## config.mk

```make
export PLATFORM = sky130hd
export DESIGN_NAME = grid_rectangle_allocator
export DESIGN_NICKNAME = d
export VERILOG_FILES = /design/src/rtl/gra_pkg.sv /design/src/rtl/grid_rectangle_allocator.sv /design/src/rtl/gra_fit_unit.sv
export VERILOG_INCLUDE_DIRS = /design/src /design/src/rtl
export SDC_FILE = /design/constraint.sdc
export NUM_CORES = 1
export LEC_CHECK = 0
export ABC_AREA = 1
export BUFFER_PORTS_ARGS = -buffer_cell sky130_fd_sc_hd__buf_2
export CORE_ASPECT_RATIO = 1.2
export CORE_MARGIN = 3
export CORE_UTILIZATION = 35
export DETAILED_ROUTE_END_ITERATION = 10
export SYNTH_ARGS = -nofsm -noshare
export SYNTH_HDL_FRONTEND = slang
export SYNTH_SLANG_ARGS = --single-unit
```

## constraint.sdc

```tcl
create_clock -name i_clk -period 6.95 [get_ports i_clk]
set_clock_uncertainty 0.05 [all_clocks]
set_input_delay 1.39 -clock i_clk [delete_from_list [all_inputs] [get_ports i_clk]]
set_output_delay 1.39 -clock i_clk [all_outputs]
set_load 0.02 [all_outputs]
```

## src/rtl/grid_rectangle_allocator_assert.svh

```systemverilog
// ----------------------------------------------------------------------------
// grid_rectangle_allocator_assert.svh
// Assertion macros shared by the allocator's checking code.
// ----------------------------------------------------------------------------
`ifndef GRID_RECTANGLE_ALLOCATOR_ASSERT_SVH
`define GRID_RECTANGLE_ALLOCATOR_ASSERT_SVH

// Whenever the antecedent holds, the consequent holds in the same cycle.
`define GRA_ASSERT_SAME(lbl, ante, cons, msg) \
    lbl: assert property (@(posedge i_clk) disable iff (!i_rst_n) (ante) |-> (cons)) \
        else $error(msg);

// Whenever the antecedent holds, the consequent holds in the next cycle.
`define GRA_ASSERT_NEXT(lbl, ante, cons, msg) \
    lbl: assert property (@(posedge i_clk) disable iff (!i_rst_n) (ante) |=> (cons)) \
        else $error(msg);

`endif

```

## src/rtl/gra_pkg.sv

```systemverilog
// ----------------------------------------------------------------------------
// gra_pkg
// Grid geometry, operation codes, sequencer states and cell helpers.
// ----------------------------------------------------------------------------
package gra_pkg;

    localparam int GRID_W    = 8;
    localparam int GRID_H    = 8;
    localparam int ID_BITS   = 8;
    localparam int CELLS     = GRID_W * GRID_H;
    localparam int CELL_W    = $clog2(CELLS);
    localparam int X_W       = $clog2(GRID_W);
    localparam int Y_W       = $clog2(GRID_H);
    localparam int COUNT_W   = 7;
    localparam int COUNT_MAX = 127;
    localparam int ENTRY_W   = ID_BITS + X_W + Y_W;

    typedef enum logic [2:0] {
        OP_PLACE_AT     = 3'd0,
        OP_PLACE_FIRST  = 3'd1,
        OP_REMOVE_AT    = 3'd2,
        OP_REMOVE_BY_ID = 3'd3,
        OP_READ_CELL    = 3'd4,
        OP_FIRST_ORIGIN = 3'd5,
        OP_NEXT_ORIGIN  = 3'd6,
        OP_NOP          = 3'd7
    } t_op;

    typedef enum logic [2:0] {
        S_IDLE,
        S_FIT,
        S_WR,
        S_RD,
        S_CHK,
        S_CRD,
        S_CCHK,
        S_DONE
    } t_state;

    // Cells are numbered column by column, which is also the scan order.
    function automatic logic [CELL_W-1:0] cell_idx(input int x, input int y);
        return CELL_W'(x * GRID_H + y);
    endfunction

endpackage

```

## src/rtl/grid_rectangle_allocator.sv

```systemverilog
// ----------------------------------------------------------------------------
// grid_rectangle_allocator
// Occupancy grid of tagged rectangles with place, first-fit place, remove,
// read and origin walk, driven by a cell-by-cell sequencer.
// ----------------------------------------------------------------------------
// place_at checks its origin and on success sweeps the grid to write it;
// first-fit tries one origin a cycle (up to 64) before the same sweep; reads
// and origin walks read, then check, each cell visited (one cell RAM read port);
// removals add a clearing sweep. One item at a time; the input stalls until it
// completes. Synchronous active-low reset empties grid, count and mode at once.
module grid_rectangle_allocator (
    input  logic       i_clk,
    input  logic       i_rst_n,
    input  logic       i_in_valid,
    output logic       o_in_stall,
    input  logic [2:0] i_op,
    input  logic [7:0] i_item_id,
    input  logic [2:0] i_pos_x,
    input  logic [2:0] i_pos_y,
    input  logic [3:0] i_size_w,
    input  logic [3:0] i_size_h,
    output logic       o_out_valid,
    input  logic       i_out_stall,
    output logic       o_ok,
    output logic [7:0] o_found_id,
    output logic [2:0] o_found_x,
    output logic [2:0] o_found_y,
    output logic [6:0] o_held_count,
    input  logic       i_cfg_valid,
    output logic       o_cfg_ready,
    input  logic       i_cfg_data
);
    import gra_pkg::*;

    t_state               r_state, n_state;
    t_op                  r_op;
    logic [ID_BITS-1:0]   r_id;
    logic [X_W-1:0]       r_sx, n_sx;
    logic [Y_W-1:0]       r_sy, n_sy;
    logic [3:0]           r_w, r_h;
    logic [CELLS-1:0]     r_occ, r_mask;
    logic [COUNT_W-1:0]   r_count;
    logic                 r_mode;
    logic                 r_ok;
    logic [ID_BITS-1:0]   r_fid;
    logic [X_W-1:0]       r_fx;
    logic [Y_W-1:0]       r_fy;
    logic [ENTRY_W-1:0]   r_mem [CELLS];
    logic [ENTRY_W-1:0]   r_rd;
    logic                 r_ovalid;

    logic [CELL_W-1:0]    ci;
    logic                 last;
    logic [CELLS-1:0]     mask;
    logic                 fits;
    logic                 allowed;
    logic                 place_hit;
    logic [ID_BITS-1:0]   rd_owner;
    logic [X_W-1:0]       rd_ox;
    logic [Y_W-1:0]       rd_oy;
    logic                 occ_c;
    logic                 match;
    logic                 clr_hit;
    logic                 is_remove;
    logic                 single;
    logic                 accept;
    logic                 ld_out;
    logic                 mem_we;
    t_state               start_state;
    logic [X_W-1:0]       start_x;
    logic [Y_W-1:0]       start_y;
    logic [X_W-1:0]       adv_x;
    logic [Y_W-1:0]       adv_y;

    // Shared occupancy and bounds checker.
    gra_fit_unit u_fit (
        .i_x    (r_sx),
        .i_y    (r_sy),
        .i_w    (r_w),
        .i_h    (r_h),
        .i_occ  (r_occ),
        .o_mask (mask),
        .o_fits (fits)
    );

    // Cell cursor and its step in scan order.
    assign ci    = cell_idx(int'(r_sx), int'(r_sy));
    assign last  = (int'(r_sx) == GRID_W - 1) && (int'(r_sy) == GRID_H - 1);
    assign adv_x = (int'(r_sy) == GRID_H - 1) ? X_W'(r_sx + 1'b1) : r_sx;
    assign adv_y = (int'(r_sy) == GRID_H - 1) ? '0 : Y_W'(r_sy + 1'b1);

    // Placement admission and cell comparisons.
    assign allowed   = (r_id != '0) && !(r_mode && (r_count != '0)) &&
                       (int'(r_count) < COUNT_MAX);
    assign place_hit = allowed && fits;
    assign rd_owner  = r_rd[ENTRY_W-1 -: ID_BITS];
    assign rd_ox     = r_rd[X_W+Y_W-1 -: X_W];
    assign rd_oy     = r_rd[Y_W-1:0];
    assign occ_c     = r_occ[ci];
    assign clr_hit   = occ_c && (rd_ox == r_fx) && (rd_oy == r_fy);
    assign is_remove = (r_op == OP_REMOVE_AT) || (r_op == OP_REMOVE_BY_ID);
    assign single    = (r_op == OP_REMOVE_AT) || (r_op == OP_READ_CELL);

    always_comb begin
        case (r_op)
            OP_REMOVE_AT, OP_READ_CELL:       match = occ_c;
            OP_REMOVE_BY_ID:                  match = occ_c && (rd_owner == r_id);
            OP_FIRST_ORIGIN, OP_NEXT_ORIGIN:  match = occ_c && (rd_ox == r_sx) &&
                                                      (rd_oy == r_sy);
            default:                          match = 1'b0;
        endcase
    end

    // Where a new beat starts its work.
    always_comb begin
        start_state = S_DONE;
        start_x     = '0;
        start_y     = '0;
        unique case (t_op'(i_op))
            OP_PLACE_AT: begin
                start_state = S_FIT;
                start_x     = X_W'(i_pos_x);
                start_y     = Y_W'(i_pos_y);
            end
            OP_PLACE_FIRST: begin
                start_state = S_FIT;
            end
            OP_REMOVE_AT, OP_READ_CELL: begin
                if (int'(i_pos_x) < GRID_W && int'(i_pos_y) < GRID_H) begin
                    start_state = S_RD;
                    start_x     = X_W'(i_pos_x);
                    start_y     = Y_W'(i_pos_y);
                end
            end
            OP_REMOVE_BY_ID: begin
                if (i_item_id[ID_BITS-1:0] != '0) start_state = S_RD;
            end
            OP_FIRST_ORIGIN: begin
                start_state = S_RD;
            end
            OP_NEXT_ORIGIN: begin
                if (int'(i_pos_y) >= GRID_H - 1) begin
                    if (int'(i_pos_x) < GRID_W - 1) begin
                        start_state = S_RD;
                        start_x     = X_W'(i_pos_x + 3'd1);
                    end
                end else begin
                    start_state = S_RD;
                    start_x     = X_W'(i_pos_x);
                    start_y     = Y_W'(i_pos_y + 3'd1);
                end
            end
            default: start_state = S_DONE;
        endcase
    end

    // Next state.
    always_comb begin
        n_state = r_state;
        unique case (r_state)
            S_IDLE: if (i_in_valid) n_state = start_state;
            S_FIT: begin
                if (place_hit) n_state = S_WR;
                else if (!allowed || r_op == OP_PLACE_AT || last) n_state = S_DONE;
            end
            S_WR:   if (last) n_state = S_DONE;
            S_RD:   n_state = S_CHK;
            S_CHK: begin
                if (match) n_state = is_remove ? S_CRD : S_DONE;
                else if (single || last) n_state = S_DONE;
                else n_state = S_RD;
            end
            S_CRD:  n_state = S_CCHK;
            S_CCHK: n_state = last ? S_DONE : S_CRD;
            S_DONE: if (!r_ovalid || !i_out_stall) n_state = S_IDLE;
            default: n_state = S_IDLE;
        endcase
    end

    // State outputs.
    always_comb begin
        o_in_stall = 1'b1;
        accept     = 1'b0;
        ld_out     = 1'b0;
        mem_we     = 1'b0;
        unique case (r_state)
            S_IDLE: begin
                o_in_stall = 1'b0;
                accept     = i_in_valid;
            end
            S_WR:   mem_we = r_mask[ci];
            S_DONE: ld_out = !r_ovalid || !i_out_stall;
            default: o_in_stall = 1'b1;
        endcase
    end

    // Cursor movement.
    always_comb begin
        n_sx = r_sx;
        n_sy = r_sy;
        case (r_state)
            S_IDLE: begin
                n_sx = start_x;
                n_sy = start_y;
            end
            S_FIT: begin
                n_sx = place_hit ? '0 : adv_x;
                n_sy = place_hit ? '0 : adv_y;
            end
            S_CHK: begin
                n_sx = match ? '0 : adv_x;
                n_sy = match ? '0 : adv_y;
            end
            S_WR, S_CCHK: begin
                n_sx = adv_x;
                n_sy = adv_y;
            end
            default: begin
                n_sx = r_sx;
                n_sy = r_sy;
            end
        endcase
    end

    // Control registers.
    always_ff @(posedge i_clk) begin
        if (!i_rst_n) begin
            r_state  <= S_IDLE;
            r_occ    <= '0;
            r_count  <= '0;
            r_mode   <= 1'b0;
            r_ovalid <= 1'b0;
        end else begin
            r_state <= n_state;
            if (i_cfg_valid) r_mode <= i_cfg_data;
            if (r_state == S_WR && last) begin
                r_occ   <= r_occ | r_mask;
                r_count <= COUNT_W'(r_count + 1'b1);
            end
            if (r_state == S_CCHK) begin
                if (clr_hit) r_occ[ci] <= 1'b0;
                if (last && r_count != '0) r_count <= COUNT_W'(r_count - 1'b1);
            end
            if (ld_out) r_ovalid <= 1'b1;
            else if (!i_out_stall) r_ovalid <= 1'b0;
        end
    end

    // Item and result registers.
    always_ff @(posedge i_clk) begin
        r_sx <= n_sx;
        r_sy <= n_sy;
        if (accept) begin
            r_op  <= t_op'(i_op);
            r_id  <= i_item_id[ID_BITS-1:0];
            r_w   <= i_size_w;
            r_h   <= i_size_h;
            r_ok  <= 1'b0;
            r_fid <= '0;
            r_fx  <= '0;
            r_fy  <= '0;
        end
        if (r_state == S_FIT && place_hit) begin
            r_mask <= mask;
            r_ok   <= 1'b1;
            r_fid  <= r_id;
            r_fx   <= r_sx;
            r_fy   <= r_sy;
        end
        if (r_state == S_CHK && match) begin
            r_ok  <= 1'b1;
            r_fid <= rd_owner;
            r_fx  <= rd_ox;
            r_fy  <= rd_oy;
        end
        if (ld_out) begin
            o_ok         <= r_ok;
            o_found_id   <= 8'(r_fid);
            o_found_x    <= 3'(r_fx);
            o_found_y    <= 3'(r_fy);
            o_held_count <= r_count;
        end
    end

    // Cell RAM: owner and origin, one port addressed by the cursor.
    always_ff @(posedge i_clk) begin
        if (mem_we) r_mem[ci] <= {r_id, r_fx, r_fy};
        r_rd <= r_mem[ci];
    end

    assign o_out_valid = r_ovalid;
    assign o_cfg_ready = 1'b1;

`include "grid_rectangle_allocator_assert.svh"

    // The count runs ahead of the cells only while a clearing sweep is under way.
    `GRA_ASSERT_SAME(a_count_cells, (r_state != S_CRD) && (r_state != S_CCHK), $countones(r_occ) >= int'(r_count), "count exceeds cells")
    `GRA_ASSERT_SAME(a_fail_zero, o_out_valid && !o_ok, o_found_id == 8'd0 && o_found_x == 3'd0 && o_found_y == 3'd0, "failed result not zero")
    `GRA_ASSERT_NEXT(a_busy_after, accept, o_in_stall, "not busy after accept")

endmodule

```

## src/rtl/gra_fit_unit.sv

```systemverilog
// ----------------------------------------------------------------------------
// gra_fit_unit
// Builds the cell mask of a rectangle and checks that it lies in the grid
// and covers only free cells.
// ----------------------------------------------------------------------------
module gra_fit_unit (
    input  logic [gra_pkg::X_W-1:0]   i_x,
    input  logic [gra_pkg::Y_W-1:0]   i_y,
    input  logic [3:0]                i_w,
    input  logic [3:0]                i_h,
    input  logic [gra_pkg::CELLS-1:0] i_occ,
    output logic [gra_pkg::CELLS-1:0] o_mask,
    output logic                      o_fits
);
    import gra_pkg::*;

    logic [5:0] x_end;
    logic [5:0] y_end;

    // Far edges of the rectangle, one past the last column and row.
    assign x_end = 6'(i_x) + 6'(i_w);
    assign y_end = 6'(i_y) + 6'(i_h);

    // Every cell compares itself against the rectangle bounds.
    always_comb begin
        o_mask = '0;
        for (int j = 0; j < GRID_W; j++) begin
            for (int k = 0; k < GRID_H; k++) begin
                o_mask[cell_idx(j, k)] = (6'(j) >= 6'(i_x)) && (6'(j) < x_end) &&
                                         (6'(k) >= 6'(i_y)) && (6'(k) < y_end);
            end
        end
    end

    // Non-zero size, inside the grid and no covered cell held.
    assign o_fits = (i_w != 4'd0) && (i_h != 4'd0) &&
                    (x_end <= 6'(GRID_W)) && (y_end <= 6'(GRID_H)) &&
                    ((o_mask & i_occ) == '0);

endmodule
```

* After elaboration in Yosys (flattened, before gate mapping)
Memories as Yosys holds them, arrays and structs flattened. A register that Yosys moved wholly into a read port is not among the register bits. Index checks and enable logic that the tools add are counted.
Word-level totals: bits in registers 202, memory bits (writable) 896, input port bits 31, output and inout bits 25, memories kept 1
Operators by class: add/subtract/negate cells 9, $lt $le $gt $ge 37, eq/ne operators 30, muxes and demuxes 57, bitwise gates (word level) 4, reductions and logical operators 175
Memory list:
- r_mem | depth 64, width 14, rd ports 1, clocked after memory_dff 1, write ports 1, line grid_rectangle_allocator.sv:48 | logic [ENTRY_W-1:0] r_mem [CELLS];
Operator list (number):
- 64-bit two-way mux | 4
- 1-bit logical AND | 146
- 64-bit AND | 2
- 3-bit two-way mux | 24
- 64-bit zero test | 1
- 64-bit inverter | 1
- 64-bit OR | 1
- 3-bit by 6-bit < comparator with 1-bit output (first input constant) | 8
- 3-bit case mux with 4 select lines | 3
- 3-bit == test (second input constant) | 10
- 1-bit by 6-bit < comparator with 1-bit output (first input constant) | 4
- 2-bit by 6-bit < comparator with 1-bit output (first input constant) | 4
- 8-bit two-way mux | 3
- 3-bit case mux with 8 select lines | 1
- 7-bit two-way mux | 3
- 3-bit by 2-bit == test with 1-bit output (second input constant) | 6
- 3-bit greater-or-equal comparator (first input constant) | 6
- 8-bit nonzero test | 2
- 3-bit by 1-bit adder with 3-bit output (second input constant) | 4
- 1-bit binary-select mux with 6-bit select | 2
- 3-bit by 1-bit == test with 1-bit output (second input constant) | 4
- 3-bit == test | 4
- 1-bit by 3-bit greater-or-equal comparator with 1-bit output (first input constant) | 4
- 2-bit by 3-bit greater-or-equal comparator with 1-bit output (first input constant) | 4
- 28 further kinds | 61

* Longest topological paths before layout
Gate-level depths: netlist of run 1.
word-level depth 12, gate-level depth with buffers 24, mapped depth without buffers 23

* Modules after synthesis
From an unflattened synthesis of run 1, not the netlist that was laid out.
Second synthesis, totals: cells, all modules 3784, area total of the unflattened synthesis 45258.4 µm²
By module, submodules not included:
- grid_rectangle_allocator | times used 1, cells each 3452, area an instance 43665.6 µm², seq. area each 32481.2 µm²
- gra_fit_unit | times used 1, cells each 332, area an instance 1592.8 µm², seq. area each 0.0 µm²

* Worst setup path before layout of run 1
OpenSTA, ideal clock, no wires.
path kind reg2reg, start point reg r_sx[1], end point reg r_mask[0], enable pin, arrival 3.910 ns, required time 6.482 ns, setup slack 2.572 ns, stages on the path, launching flop included 20, path buffers 2, clock period less this slack 4.378 ns, path through edfxtp_1 > clkinv_1 > fa_1 > xnor2_2 > nand3_1 > nand3_1 > and2_1 > buf_6 > inv_6 > nor2_2 > nand2_1 > nand2_1 > nor2_1 > nand2_1 > nor2_1 > nand4_2 > inv_2 > nand2_2 > buf_6 > inv_1
Between the ends: longest elaborated chain between the ends 10
RTL lines:
- start, declared | line grid_rectangle_allocator.sv:38 | logic [X_W-1:0] r_sx, n_sx;
- start signal, assigned | line grid_rectangle_allocator.sv:251 | r_sx <= n_sx;
- 3-bit by 4-bit adder with 5-bit output | line gra_fit_unit.sv:21 | assign x_end = 6'(i_x) + 6'(i_w);
- 3-bit by 6-bit < comparator with 1-bit output | line gra_fit_unit.sv:29 | o_mask[cell_idx(j, k)] = (6'(j) >= 6'(i_x)) && (6'(j) < x_end) &&
- 1-bit logical AND * (2 in a row) | line gra_fit_unit.sv:29
- 1-bit logical AND * | line gra_fit_unit.sv:30 | (6'(k) >= 6'(i_y)) && (6'(k) < y_end);
- named net mask[49] | line grid_rectangle_allocator.sv:54 | logic [CELLS-1:0] mask;
- 64-bit AND * | line gra_fit_unit.sv:38 | ((o_mask & i_occ) == '0);
- 64-bit zero test * | line gra_fit_unit.sv:38
- 1-bit logical AND * | line gra_fit_unit.sv:37 | (x_end <= 6'(GRID_W)) && (y_end <= 6'(GRID_H)) &&
- 1-bit logical AND * | line grid_rectangle_allocator.sv:95 | assign place_hit = allowed && fits;
- 1-bit logical AND * | line grid_rectangle_allocator.sv:263 | if (r_state == S_FIT && place_hit) begin
- end signal, assigned | line grid_rectangle_allocator.sv:264 | r_mask <= mask;
- end, declared | line grid_rectangle_allocator.sv:41 | logic [CELLS-1:0] r_occ, r_mask;
The timed path passes the listed nets; every way through them passes the cells marked *. A chain may end at the register's enable or synchronous reset.

* Worst setup path in the final report of run 1
start point reg r_sy[0], end point mem r_mem[62][8] (netlist bit), enable pin
Between the ends: longest elaborated chain between the ends 6
RTL lines:
- start, declared | line grid_rectangle_allocator.sv:39 | logic [Y_W-1:0] r_sy, n_sy;
- start signal, assigned | line grid_rectangle_allocator.sv:252 | r_sy <= n_sy;
- 6-bit by 3-bit adder with 6-bit output * | line gra_pkg.sv:42 | return CELL_W'(x * GRID_H + y);
- 1-bit binary-select mux with 6-bit select | line grid_rectangle_allocator.sv:191 | S_WR: mem_we = r_mask[ci];
- 1-bit two-way mux (implied by the code) | line grid_rectangle_allocator.sv:191
- 1-bit two-way mux | line grid_rectangle_allocator.sv:186 | unique case (r_state)
- 1-bit two-way mux | line grid_rectangle_allocator.sv:287 | if (mem_we) r_mem[ci] <= {r_id, r_fx, r_fy};
- 1-bit two-way mux (implied by the code) | line grid_rectangle_allocator.sv:287
- end, declared | line grid_rectangle_allocator.sv:48
Mark *: on every way between the ends. The rest lies on a longest branch, timed or not. The select of a mux whose other input is x is not followed.

==> results.md, run 1 <==
* Yosys cell types at 59
* Post-synthesis mux area share at 0
* Max Root-Sink Buffers at 3
* Status: complete, no violations
* Static leakage at roughly 17 nW
* Hold path endpoint: o_found_id[5]
* Biggest area consumer among synthesized cells: edfxtp_1
* Final slew viol count at 0
* Share of cells above drive strength 1 at 0.118
* CP cell instances: inv_1 > nand2_1 > inv_4 > nand2_1 > o21ai_0 > o41ai_1 > nand4_1 > o21ai_4 > buf_4 > nor2_1 > buf_4
* Internal power at around 13 mW
* TNS Setup at 0 ns
* Clk root buf: clkbuf_16
* Slowest stage cell, crit path: edfxtp_1
* Post-synth EDFFs at between 1,000 and 1,500
* Non-filler instance count after layout at 5,240
* CP Class: flop to flop
* Post-CTS setup buffer count at 0
* Number of synthesized register bits at 1,112
* Post-synthesis cell area at 44,400 µm²
* Height of the die at around 400 µm
* Max IR drop VDD at 0.000221 V
* Setup WS post-layout at 1.59 ns
* Maxcap violations at 0
* Power, Total at 19.3 mW
* Hold_buf cts at 0
* Clock power share at 0.299
* Dpl cell area at 47,000 µm²
* Vias per cell at 5.55
* RSZ-0062 raised after global routing: no
* Nature of the critical path endpoint: flop
* Die width at roughly 330 µm
* Switching power total at 6.75 mW
* CP peak stage delay at 0.77 ns
* Syn Inst Count at 3,391
* CTS H-tree depth at 3
* Placed cell count at about 5,100
* Main combinational cell family by area after synthesis: simple AND/OR/NAND/NOR gates
* Flop pwr share at 0.426
* Fill cell count at 11,700
* Area growth syn-to-layout at 13.5%
* Synth Area in XOR/XNOR at 0.00313
* Num rows at 142
* PwrDens at 383 nW/µm²
* Worst Hold Class: flop to flop
* Post-route ant nets at 0
* WHS at 0.380 ns
* Area occupied by multi-input gates at 10,200 µm²
* Crit Reg-Reg Startpoint: r_sy[0]
* Commonest cells post-synth: edfxtp_1 (1,021), nand2_1 (654), inv_1 (254)
* Reg-to-reg critical path endpoint: r_mem[62][8]
* Critical Path Source: r_sy[0]
* Final instance area at 50,400 µm²
* I/O pin cnt at 56
* First-pass GRT wire length at 199,000 µm
* Tcrit/Tclk final at 0.771
* Register area at 32,500 µm²
* Worst r2r path cells at 11
* Critical path fanouts, max at 48
* Initial antenna violation count at 0
* Syn_nets at between 3,000 and 4,000
* Worst-path clk slew at 0.07 ns
* Reg2Reg Setup Slack at approximately 1.6 ns
* Total wire length at 138,000 µm
* Via count at 29,100
* Final setup viols at 0
* Final HPWL DP at 87,500 µm
* Starting DRT DRC Count at approximately 3,600
* Fin util at 0.402
* Largest net degree at the start of global routing at 96
* Vias in the first global route at around 28,000
* Maximum clock frequency at 187 MHz
* Ys async rst share at 0
* WL per Instance at 26.3 µm
* Residual DRC at 0
* Placeable Area at 125,000 µm²
* Critical Path AT at 5.77 ns
* DR pass1 iterations at 6
* GRT Overall Usage at 0.205
* Worst-Skew Late Latency at 0.72 ns
* Mean Syn Cell Area at 13.1 µm²
* Net Sw Frac at 0.350
* Logic pwr share at 0.274
* Startpoint types: flop
* Net count, final at 3,553
* Sequential cell area fraction in the yosys report at 0.731
* Post-Synth Simple-Gate Area at 0.112
* Total congestion overflow at 0
* Compound-gate portion of the synthesized area at 0.106
* Warnings, synthesis at 0
* Final Hold Fails at 0
* CTS tree: yes
* Post-route minimum period at 5.36 ns
* Final Wtd Congestion at ~0.97
* Synth top area cells: edfxtp_1 (69%), nand2_1 (5.5%), dfxtp_1 (4.1%)
* Worst Hold Launch: r_fid[5]
* Antenna fix cells at 0
* Die area at 131,000 µm²
* CTS Sinks at 1,112
* Top-count cell post-synth: edfxtp_1
* Initial Util at 0.354
* Post-synthesis adder-cell area fraction at 0.00654
* IO Port Bufs at 54
* Worst slew pin tran at 1.22 ns
* Min-Delay Path Depth at 0
* Top cell type's share of synthesized area at 0.690
* Max transition margin at 0.180
* Ys flop type: edfxtp_1
* # resized after CTS at 0
* Place WS at 1.73 ns
* CP Data Required Time at 7.36 ns
* CTS Buf Count at approximately 100
logic make-up (layout without fill, tap and decap cells):
family | Yosys count | count (layout)
fa+ha+maj | 22 | 22
buf+inv | 446 | 639
xor+xnor | 15 | 15
flops | 1112 | 1112
other cells | 1 | 1
simple gates | 1163 | 1163
compound gates | 632 | 632
critical path: cells and delay by family, from the launching register on:
family	cells	cell delay [ns]
flip-flops	1	0.77
AND/OR/NAND/NOR	4	1.31
buffers and inverters	4	1.79
AO/OA/AOI/OAI	3	1.09
final cells by class:
cell class / count / share of cell area
Timing Repair Buffer: 175 / 0.0241
Clock inverter: 65 / 0.0130
Inverter: 274 / 0.0208
Tap cell: 1656 / 0.0411
Multi-Input combinational cell: 1833 / 0.202
Clock buffer: 125 / 0.0550
Sequential cell: 1112 / 0.644
layer usage:
layer	up-vias	global-route usage	routed length [µm]
li1	12800	-	-
met1	14700	0.278	56500
met2	1381	0.330	64700
met3	226	0.0322	10800
met4	0	0.0828	5630
met5	-	0	0
power groups by stage:
stage | logic (mW) | registers (mW) | clock network [mW]
after global routing | 5.65 | 8.25 | 6.10
after global placement | 5.25 | 8.36 | 0
after CTS | 5.28 | 8.23 | 5.84
after detailed placement | 5.28 | 8.36 | 0
after floorplan | 2.87 | 8.45 | 0
final | 5.29 | 8.23 | 5.78
worst max path at each step:
stage                         to  slack, ns  cells after the start
floorplan              r_mask[0]       2.57                     19
global placement      r_mask[11]       1.89                     15
detailed placement  r_mem[62][3]       1.73                     11
CTS                 r_mem[62][8]       1.68                     11
global route        r_mem[62][8]       1.43                     11
finish              r_mem[62][8]       1.59                     11
layout by cell type, fill, tap and decap left out, drive strengths merged, types with 100 or more instances in the layout:
master and count:
nand3 104, o21ai 100, buf 175, edfxtp 1021
a22oi 134, nand4 121, inv 274, clkbuf 125
nor2 236, nand2 666, a221oi 120
state kept, by name (all words and copies together), names as in the netlist, 4 cells and up:
name / cells
r_w: 4
o_found_id: 8
r_fid: 8
r_mem: 896
r_mask: 64
r_id: 8
r_h: 4
r_count: 7
r_occ: 64
r_rd: 14
o_held_count: 7
(Power assumes the default switching activity.)
==> inputs of run 2 (changes only) <==
Settings changed: ABC_AREA 1 to 0.
Clock period 6.95 ns to 4.7 ns, I/O delays scaled along.
==> run 2 against run 1 <==
Against the previous run: final cell count is 11% lower; area after synthesis decreased by 3.3%; global-route usage is 0.41 points higher.
==> results.md, run 2 <==
* Residual DRC at 0 (unchanged)
* Post-route ant nets at 0 (unchanged)
* Reg-to-reg critical path endpoint: r_mask[58]
* Final Hold Fails at 0 (unchanged)
* Max transition margin at 0.199 (+0.0186)
* PwrDens at 583 nW/µm² (+52%)
* Mean Syn Cell Area at 15.8 µm² (+21%)
* Warnings, synthesis at 0 (unchanged)
* Synth top area cells: edfxtp_1 (71%), a22oi_1 (5.3%), dfxtp_1 (4.2%)
* Reg2Reg Setup Slack at 0.25 ns (-1.34 ns)
* Final Wtd Congestion at 0.956 (-1.3%)
* Ys async rst share at 0 (unchanged)
* Final HPWL DP at 83,500 µm (-4.5%)
* Height of the die at 390 µm (-1.6%)
* Initial antenna violation count at 4 (+4)
* Hold_buf cts at 0 (unchanged)
* Worst-path clk slew at 0.06 ns (about the same)
* Syn_nets at 2,766 (-20%)
* GRT Overall Usage at 0.209 (+0.00408)
* First-pass GRT wire length at 194,000 µm (-2.8%)
* Crit Reg-Reg Startpoint: r_sy[0]
* DR pass1 iterations at 6 (unchanged)
* Commonest non-fill, non-tap cell in the layout: edfxtp_1
* CTS Sinks at 1,112 (unchanged)
* Hold path endpoint: o_found_id[4]
* CTS H-tree depth at 3 (unchanged)
* IO Port Bufs at 54 (unchanged)
* Area occupied by multi-input gates at 9830 µm² (-3.5%)
* Max Root-Sink Buffers at 3 (unchanged)
* Final slew viol count at 0 (unchanged)
* Worst slew pin tran at 1.19 ns (-0.0323 ns)
* Critical Path AT at 4.74 ns (-1.03 ns)
* Biggest register: r_mem
* Maxcap violations at 0 (unchanged)
* CTS Buf Count at 107 (+2.9%)
* Post-route minimum period at 4.45 ns (-0.910 ns)
* Clk root buf: clkbuf_16
* Via count at 27,500 (-5.4%)
* Worst r2r path cells at 12 (+1)
* Initial Util at 0.353 (-0.000773)
* I/O pin cnt at 56 (unchanged)
* Vias in the first global route at 26,500 (-5.1%)
* Fill cell count at 10,900 (-6.7%)
* Post-synthesis cell area at 43,000 µm² (-3.3%)
* Syn Inst Count at 2,713 (-20%)
* Max FFs per register at 896 (unchanged)
* Vias per cell at 5.89 (+6.0%)
* Most frequent cells in the layout: edfxtp_1 (1,021), a22oi_1 (301), nor2_1 (190)
* Final setup viols at 0 (unchanged)
* Yosys cell types at 74 (+25%)
* Total wire length at 136,000 µm (-0.97%)
* Maximum clock frequency at 225 MHz (+20%)
* Ys flop type: edfxtp_1
* Static leakage at 15.9 nW (-8.9%)
* Die width at 326 µm (-1.6%)
* Total congestion overflow at 0 (unchanged)
* Num rows at 140 (-1.4%)
* Die area at 127,000 µm² (-3.2%)
* Top-count cell post-synth: edfxtp_1
* Max IR drop VDD at 0.000363 V (+64%)
* Final instance area at 50,500 µm² (about the same)
* Starting DRT DRC Count at 3,218 (-10%)
* TNS Setup at 0 ns (unchanged)
* Net count, final at 3,000 (-16%)
* WL per Instance at 29.2 µm (+11%)
* Commonest cells post-synth: edfxtp_1 (1,021), a22oi_1 (301), nor2_1 (191)
* Top Registers: r_mem: 896 flops, r_mask: 64 flops, r_occ: 64 flops
* RSZ-0062 raised after global routing: no
* Dpl cell area at 47,000 µm² (about the same)
* Min-Delay Path Depth at 0 (unchanged)
* Placeable Area at 122,000 µm² (-3.1%)
* Top cell type's share of synthesized area at 0.714 (+0.0235)
* CP Data Required Time at 5.00 ns (-2.36 ns)
* Biggest area consumer among synthesized cells: edfxtp_1
* CP cell instances: ha_1 > inv_1 > fa_1 > nand2b_1 > o41a_2 > and2_1 > a222oi_1 > nor2_1 > or4_4 > nor4_4 > and3_4 > buf_12
* Worst Hold Class: flop to flop
* Nature of the critical path endpoint: flop
* Status: complete, no violations
* Slowest stage cell, crit path: or4_4
* Number of synthesized register bits at 1,112 (unchanged)
* CP peak stage delay at 0.53 ns (-0.24 ns)
* Sequential cell area fraction in the yosys report at 0.756 (+0.0249)
* Area growth syn-to-layout at 17.5%
* Worst-Skew Late Latency at 0.68 ns (-0.04 ns)
* CP Class: flop to flop
* Largest net degree at the start of global routing at 67 (-30%)
* Tcrit/Tclk final at 0.946 (+0.175)
* Startpoint types: flop
* Worst Hold Launch: r_fid[4]
* CTS tree: yes
* Post-synth EDFFs at 1,021 (unchanged)
* Critical path fanouts, max at 53 (+10%)
* Register area at 32,500 µm² (unchanged)
* Share of cells above drive strength 1 at 0.170 (+0.0518)
==> run 2: changes by cell type after synthesis, sizes merged, moves of 45 or more <==
cell,change
buf,-48
a21oi,+59
o311ai,-55
nand3,-75
nand2,-589
nor2,-45
a31oi,+66
a22oi,+167
o21ai,-58
nand4,-88
a211oi,+62
inv,-250
==> run 2: through the flow <==
step | util | instances | power, mW | setup slack (ns) | hold slack (ns)
after floorplan | - | 2713 | 16.8 | 0.132 | 0.350
after global placement | 0.386 | 4459 | 21.0 | 0.193 | 0.353
after detailed placement | 0.386 | 4459 | 21.1 | 0.142 | 0.356
after CTS | 0.414 | 4660 | 29.3 | 0.120 | 0.360
after global routing | 0.415 | 4672 | 30.3 | 0.0251 | 0.356
final | 0.415 | 4674 | 29.4 | 0.254 | 0.364
==> run 2: cells by family after synthesis <==
group	share of synthesized area
mux	0.0172
flops	0.756
xor+xnor	0.00632
fa+ha+maj	0.00676
simple gates	0.0469
buf+inv	0.0170
compound gates	0.150
other cells	0.0000873
==> run 2: layout make-up <==
cell class	count	area share
inverters	20	0.00149
multi-input cells	1416	0.195
diodes	2	0.0000992
clock buffers	133	0.0564
flip-flops and latches	1112	0.644
clock inverters	68	0.0106
repair buffers	290	0.0524
well taps	1633	0.0405
==> run 2: routing by layer <==
| metal | share of wire | vias up | track usage |
|---|---|---|---|
| met3 | 0.081 | 323 | 0.0335 |
| met5 | 0.000095 | - | 0 |
| met2 | 0.48 | 1509 | 0.342 |
| met4 | 0.053 | 2 | 0.102 |
| li1 | - | 11700 | - |
| met1 | 0.39 | 14000 | 0.272 |
==> run 2: critical path, delay by kind of cell, from the launching register on <==
kind	cells	cell delay, ns
compound gates	2	0.86
buf+inv	2	0.35
simple gates	6	1.84
fa+ha+maj	2	0.61
flops	1	0.35
==> run 2: where the power goes <==
part / switching (mW) / internal (mW) / total (mW)
logic: 6.35 / 2.56 / 8.91
registers: 0.274 / 11.9 / 12.1
clock network: 3.63 / 4.73 / 8.36
total: 10.3 / 19.2 / 29.4
==> run 2: how the worst max path moves through the flow <==
stage          cells after the start    endpoint  startpoint  slack, ns
6_report                          12  r_mask[58]     r_sy[0]       0.25
5_1_grt                           12  r_mask[59]      r_w[0]       0.03
4_1_cts                           12  r_mask[56]     r_sy[0]       0.12
3_5_place_dp                      12  r_mask[29]     r_sy[0]       0.14
3_3_place_gp                      12   r_mask[0]      r_h[0]       0.19
2_1_floorplan                     15   r_mask[0]     r_sy[1]       0.13
==> run 2: repair_timing <==
| action | 4_1_cts | 5_1_grt |
|---|---|---|
| resized for setup | 0 | 1 |
| endpoints found under the hold margin | 0 | 0 |
| setup endpoints to repair | 0 | 80 |
| buffers inserted | 0 | 11 |
